==> config.mk <==
export PLATFORM = sky130hd
export DESIGN_NAME = segint_div
export DESIGN_NICKNAME = d
export VERILOG_FILES = /design/src/hdl/segint_div.sv
export SDC_FILE = /design/constraint.sdc
export NUM_CORES = 2
export LEC_CHECK = 0
export CAP_MARGIN = 30
export CORE_MARGIN = 2
export CORE_UTILIZATION = 50
export CTS_CLUSTER_SIZE = 30
export DETAILED_ROUTE_END_ITERATION = 10
export DONT_BUFFER_PORTS = 1
export PLACE_DENSITY = 0.71
export SLEW_MARGIN = 20
export SYNTH_ARGS = -nofsm -noshare
export SYNTH_HDL_FRONTEND = slang
export SYNTH_SLANG_ARGS = --single-unit
==> constraint.sdc <==
create_clock -name clk -period 8.09 [get_ports clk]
set_input_delay 0.809 -clock clk [delete_from_list [all_inputs] [get_ports clk]]
set_output_delay 0.809 -clock clk [all_outputs]
set_load 0.02 [all_outputs]
==> src/hdl/segint_div.sv <==
// pipelined signed multiply and divide: n*d/m truncated toward zero, one bit per stage
`timescale 1ns / 1ps

module segint_div #(
  parameter int COORD_BITS = 16
) (
  input  logic                           clk,
  input  logic                           en,
  input  logic signed [2*COORD_BITS+2:0] n,
  input  logic signed [COORD_BITS:0]     d,
  input  logic signed [2*COORD_BITS+2:0] m,
  output logic signed [COORD_BITS:0]     q
);

  localparam int C  = COORD_BITS;
  localparam int D  = C + 1;
  localparam int MW = 2 * D + 1;
  localparam int PW = MW + D;
  localparam int RW = MW + 1;

  // product stage
  logic signed [PW-1:0] prod_r;
  logic signed [MW-1:0] ma_r;

  // magnitude stage
  logic [PW-1:0] nmag_r;
  logic [MW-1:0] dmag_r;
  logic          neg_r;

  // one quotient bit per stage
  logic [RW-1:0] rem_r [C];
  logic [C-1:0]  low_r [C];
  logic [C-1:0]  qb_r  [C];
  logic [MW-1:0] dv_r  [C];
  logic          sg_r  [C];

  // multiply, then take magnitudes
  always_ff @(posedge clk) begin
    if (en) begin
      prod_r <= n * PW'(d);
      ma_r   <= m;
      nmag_r <= prod_r[PW-1] ? PW'(-prod_r) : PW'(prod_r);
      dmag_r <= ma_r[MW-1] ? MW'(-ma_r) : MW'(ma_r);
      neg_r  <= prod_r[PW-1] ^ ma_r[MW-1];
    end
  end

  // restoring division stages
  for (genvar k = 0; k < C; k++) begin : g_stage
    logic [RW-1:0] rem_in, t;
    logic [C-1:0]  low_in, q_in;
    logic [MW-1:0] dv_in;
    logic          sg_in;

    if (k == 0) begin : g_first
      assign rem_in = RW'(nmag_r >> C);
      assign low_in = nmag_r[C-1:0];
      assign q_in   = '0;
      assign dv_in  = dmag_r;
      assign sg_in  = neg_r;
    end else begin : g_next
      assign rem_in = rem_r[k-1];
      assign low_in = low_r[k-1];
      assign q_in   = qb_r[k-1];
      assign dv_in  = dv_r[k-1];
      assign sg_in  = sg_r[k-1];
    end

    assign t = {rem_in[RW-2:0], low_in[C-1]};

    always_ff @(posedge clk) begin
      if (en) begin
        if (t >= {1'b0, dv_in}) begin
          rem_r[k] <= t - {1'b0, dv_in};
          qb_r[k]  <= {q_in[C-2:0], 1'b1};
        end else begin
          rem_r[k] <= t;
          qb_r[k]  <= {q_in[C-2:0], 1'b0};
        end
        low_r[k] <= {low_in[C-2:0], 1'b0};
        dv_r[k]  <= dv_in;
        sg_r[k]  <= sg_in;
      end
    end
  end

  // apply the sign
  assign q = sg_r[C-1] ? -D'(qb_r[C-1]) : D'(qb_r[C-1]);

endmodule

* Word level (Yosys, flattened, before mapping) *
Memory sizes are Yosys's and may differ from the RTL's.
Cells that the tools add are included.

cells by class
  add/sub/neg operators = 19
  multipliers = 1
  order comparisons = 16
  multiplexer cells = 133
  bitwise logic cells = 33

operators by type and width
  cell              count
  $ge A36 B35 Y1    16
  $mux W36          16
  $sub A36 B35 Y36  16
  $mux W16          16
  $mux W1           98
  $mul A35 B17 Y52  1
  $mux W51          1
  $neg A51 Y51      1
  $neg A35 Y35      1
  $mux W34          1
  $or A1 B1 Y1      32
  $mux W17          1
  $neg A16 Y17      1
  $xor A1 B1 Y1     1

storage, ports and cells
  register bits after elaboration = 174
  bits in writable memories = 1648
  bits of input ports = 89
  output and inout bits = 17
  word-level logic and storage cells = 213
  memories kept = 5

memory list
  name   depth  width  rd ports  clocked after memory_dff  wr ports  RTL line  source
  rem_r  16     36     15        0                         16        31        logic [RW-1:0] rem_r [C];
  dv_r   16     35     15        0                         16        34        logic [MW-1:0] dv_r [C];
  qb_r   16     16     16        0                         16        33        logic [C-1:0] qb_r [C];
  low_r  16     15     15        0                         16        32        logic [C-1:0] low_r [C];
  sg_r   16     1      16        0                         16        35        logic sg_r [C];

* Depth between registers and ports, before layout *
An unclocked memory read counts as a cell.

  depth after elaboration = 6
  depth in mapped cells = 26
  depth with buffers taken out = 24

* Worst setup path before layout *
Ideal clock, no wire load.

  kind = input-to-reg
  start point = in d[2]
  end point = reg prod_r[50] (data pin)
  setup time = 265 ps
  data arrival time = 6922 ps
  required time = 7825 ps
  slack = 903 ps
  stages on the path = 22
  path buffers = 2
  cells stage by stage = clkbuf_1 > clkbuf_1 > nand2_1 > fa_1 > fa_1 > fa_1 > inv_1 > fa_1 > fa_1 > inv_1 > fa_1 > inv_1 > ha_1 > and4_1 > a221o_1 > o311ai_0 > a21oi_1 > o21ai_0 > o31ai_1 > a211oi_1 > o21ai_0 > xor2_1

on the way
  word-level cells in the longest chain between the ends = 1

RTL lines
  element                 RTL line  source
  start: declaration      10        input logic signed [COORD_BITS:0] d,
  $mul A35 B17 Y52        40        prod_r <= n * PW'(d);
  end signal: assignment  40
  end: declaration        22        logic signed [PW-1:0] prod_r;

No other way between the ends.
A chain may end at the register's enable or synchronous reset.

* Final worst setup path *
  start point = in d[11]
  end point = reg prod_r[50] (data pin)

Same word-level chain as after synthesis.

==> out/metrics.json <==
{
  "outcome": {"value": "finished, final reports clean"},
  "maximum_single_stage_delay_on_the_critical_path": {"value": 0.72, "unit": "ns"},
  "setup_violations": {"value": 0},
  "count_of_hold_buffers_inserted_by_post_cts_repair": {"value": 0},
  "chipHeight": {"value": 455, "unit": "um"},
  "antenna_found_initial": {"value": 3},
  "ff2ff_path_depth": {"value": 12},
  "max_fanout_on_critical_path": {"value": 35},
  "worst_slew_pin_slew": {"value": 1.13, "unit": "ns"},
  "holdPathEnd": {"value": "ma_r[25]$_DFFE_PP_"},
  "first_global_vias": {"value": 70700},
  "cts_htree_levels": {"value": 4},
  "fmax": {"value": 145, "unit": "MHz"},
  "detail-route-antenna-nets": {"value": 0},
  "finalCriticalPeriod": {"value": 6.88, "unit": "ns"},
  "crit_family": {"value": "adder cells"},
  "worstPathCellList": {"value": "and2_1 -> fa_1 -> inv_1 -> fa_1 -> inv_1 -> fa_1 -> fa_1 -> fa_1 -> inv_1 -> fa_1 -> inv_1 -> ha_1 -> and3_1 -> o2111ai_1 -> a211oi_1 -> o311ai_0 -> buf_4 -> a21oi_1 -> o21ai_0 -> buf_4 -> o31ai_1 -> a211oi_1 -> o21ai_0 -> xor2_1"},
  "synth.cell_area": {"value": 102000, "unit": "um2"},
  "port_buffers": {"value": 0},
  "worst_r2r_startpoint": {"value": "dv_r[1][8]$_DFFE_PP_"},
  "layout.area.seq": {"value": 44900, "unit": "um2"},
  "path_common_cell": {"value": "fa_1"},
  "fin_skew": {"value": 0.0447, "unit": "ns"},
  "tritoncts": {"value": "built"},
  "dieArea": {"value": 207000, "unit": "um2"},
  "cpMaxStageDelayCell": {"value": "o31ai_1"},
  "design.portCount": {"value": 106},
  "fill_cells": {"value": 17100},
  "post-route-period-util": {"value": 0.850},
  "final-hold-violation-count": {"value": 0},
  "cts.repair_timing.setup_buffer_count": {"value": 0},
  "critical_path.reg2reg.endpoint": {"value": "rem_r[1][41]$_DFFE_PP_"},
  "hold_path_class": {"value": "primary input to flop"},
  "core": {"value": 202000, "unit": "um2"},
  "max-cap-violations": {"value": 0},
  "syn-num-nets": {"value": 10700},
  "grt.overflow.total": {"value": 0},
  "postSynthCellCount": {"value": 9339},
  "areaGrowthSynthToFinish": {"value": 8.16, "unit": "%"},
  "die_w": {"value": 455, "unit": "um"},
  "arrival": {"value": 7.40, "unit": "ns"},
  "cts_inserted_buffers": {"value": 160},
  "maxSlewHeadroom": {"value": 0.244},
  "reg2reg_slack": {"value": 2.94, "unit": "ns"},
  "ys.flop_type": {"value": "edfxtp_1"},
  "synth-async-reset-ratio": {"value": 0},
  "drc_errors": {"value": 0},
  "hold_path.startpoint": {"value": "m[25]"},
  "drt-wirelength-per-cell": {"value": 18.9, "unit": "um"},
  "finalNetCount": {"value": 10600},
  "cts_resized": {"value": 0},
  "finalWeightedCongestion": {"value": 0.966},
  "post_synth_edffs": {"value": 1495},
  "multiInputGateArea": {"value": 51300, "unit": "um2"},
  "worst_hold_slack": {"value": 0.104, "unit": "ns"},
  "path_clk_slew": {"value": 0.06, "unit": "ns"},
  "final-max-slew-violation-count": {"value": 0},
  "final.setup.tns": {"value": 0, "unit": "ns"},
  "critical_path.endpoint_type": {"value": "flop"},
  "synth_seq_area_share": {"value": 0.441},
  "start_kind": {"value": "primary input"},
  "timing.critical_path.required": {"value": 8.61, "unit": "ns"},
  "grt_max_degree": {"value": 261},
  "grt_usage": {"value": 0.223},
  "ctsLongestPathBuffers": {"value": 3},
  "clkLatencyLatePin": {"value": 0.81, "unit": "ns"},
  "final_layout_size_suffix_gt1_frac": {"value": 0.0576},
  "worstHoldPathCells": {"value": 0},
  "routed-via-count": {"value": 67900},
  "cts_root_buffer": {"value": "clkbuf_16"},
  "totalWireLength": {"value": 228, "unit": "mm"},
  "drt_pass1_iterations": {"value": 6},
  "synthesis.yosys.warnings": {"value": 0},
  "crit_buf_inv": {"value": 6},
  "grt_setup_unrepaired": {"value": "false"},
  "drt-initial-drc-count": {"value": 3978},
  "cts.sink_count": {"value": 1496},
  "synthesis_stage_register_bit_count": {"value": 1496},
  "grt_first_pass_wirelength": {"value": 369, "unit": "mm"},
  "syn_avg_cell_area": {"value": 10.9, "unit": "um2"},
  "synth_cell_type_count": {"value": 78},
  "dpl.hpwl": {"value": 175, "unit": "mm"},
  "route.detailed.vias_per_inst": {"value": 5.62},
  "rows": {"value": 165},
  "worstSetupPathType": {"value": "primary input to flop"},
  "initial_utilization": {"value": 0.503},
  "antennaDiodeCount": {"value": 0}
}
[how the worst max path moves through the flow]
stage,startpoint,endpoint,slack [ns],depth (start not counted)
after global placement,en,rem_r[1][220]$_DFFE_PP_,0.62,14
final,d[11],prod_r[50]$_DFFE_PP_,1.21,24
after global routing,n[11],prod_r[50]$_DFFE_PP_,0.84,24
after detailed placement,en,rem_r[1][220]$_DFFE_PP_,0.50,14
after CTS,n[11],prod_r[50]$_DFFE_PP_,1.34,24
after floorplan,d[2],prod_r[50]$_DFFE_PP_,0.90,22
[stage by stage]
step / setup WS, ns / instance area, um2 / util / cells
3_5_place_dp: 0.498 / 105000 / 0.518 / 11800
2_1_floorplan: 0.903 / 102000 / - / 9339
5_1_grt: 0.839 / 110000 / 0.544 / 12100
3_3_place_gp: 0.621 / 105000 / 0.518 / 11800
4_1_cts: 1.34 / 110000 / 0.544 / 12100
6_report: 1.21 / 110000 / 0.544 / 12100
[logic make-up after synthesis]
logic type,synth area share
AND/OR/NAND/NOR,0.108
buffers and inverters,0.0567
flip-flops,0.441
adder cells (fa/ha/maj),0.198
multiplexers,0.0249
XOR/XNOR,0.0501
AO/OA/AOI/OAI,0.121
[registers in the layout, indices dropped and copies added (netlist names), 35 cells and up]
| name | count |
|---|---|
| dv_r | 525 |
| rem_r | 525 |
| qb_r | 136 |
| low_r | 120 |
| prod_r | 52 |
| nmag_r | 51 |
| dmag_r | 35 |
| ma_r | 35 |
[layout by cell type (no fill, tap or decap), types with 206 or more instances in the layout]
master / synthesis / final
edfxtp_1: 1495 / 1495
inv_1: 1263 / 1263
nand2_1: 866 / 866
ha_1: 684 / 684
fa_1: 581 / 581
a21oi_1: 535 / 533
o21ai_0: 506 / 506
nor2_1: 400 / 399
xnor2_1: 393 / 393
and2_1: 300 / 300
a21o_1: 286 / 286
mux2_2: 206 / 206
[worst register-to-register path, stage by stage, from the launching register on]
cell,delay (ns)
edfxtp_1,0.38
inv_1,0.06
ha_1,0.38
and3_1,0.23
and4_1,0.46
o31ai_1,0.14
o21ai_0,0.67
a21oi_1,0.39
a211oi_1,0.78
a41o_1,0.21
a41o_2,0.50
buf_12,0.27
mux2_2,0.42
[cells in the mapped netlist, types with 15 or more instances]
library cell	number	share of area
or3_1	43	0.0026
o21ai_0	506	0.025
fa_1	581	0.11
o21bai_1	69	0.0051
a211oi_1	57	0.0042
a211o_1	26	0.0022
a21o_1	286	0.021
ha_1	684	0.084
nand2b_1	83	0.0051
mux2i_1	22	0.0022
nand3_1	132	0.0065
a21boi_0	25	0.0018
nor4_1	24	0.0015
or2_2	20	0.0012
o41ai_1	30	0.0026
a31o_2	15	0.0013
xor2_1	190	0.016
o31ai_1	63	0.0046
a2111oi_0	15	0.0013
or4_1	24	0.0018
and2_1	300	0.018
a31oi_1	60	0.0037
nor3_1	91	0.0045
clkbuf_1	258	0.0095
nor2_1	400	0.015
a21oi_1	535	0.026
o31a_1	19	0.0016
inv_1	1263	0.047
and4_1	22	0.0019
nor2b_1	78	0.0048
o211ai_1	37	0.0027
and3_1	58	0.0036
xnor2_1	393	0.034
mux2_2	206	0.023
nand2_1	866	0.032
nand4_1	84	0.0052
edfxtp_1	1495	0.44
o21a_1	82	0.0060
o2111ai_1	18	0.0015
[area by class of cell]
| cell class | instances | area share |
|---|---|---|
| multi-input combinational | 6308 | 0.466 |
| sequential | 1496 | 0.408 |
| inverter | 1264 | 0.0431 |
| clock buffer | 191 | 0.0376 |
| tap | 2672 | 0.0304 |
| clock inverter | 103 | 0.0102 |
| timing repair buffer | 44 | 0.00535 |
[layer usage]
layer | part of all wire | track usage
met1 | 0.37 | 0.241
met2 | 0.53 | 0.421
met3 | 0.037 | 0.0273
met4 | 0.062 | 0.122
met5 | 0.000057 | 0
Power is not shown: default switching activity piles up to over one toggle a cycle in this logic, so the estimate is an artifact.
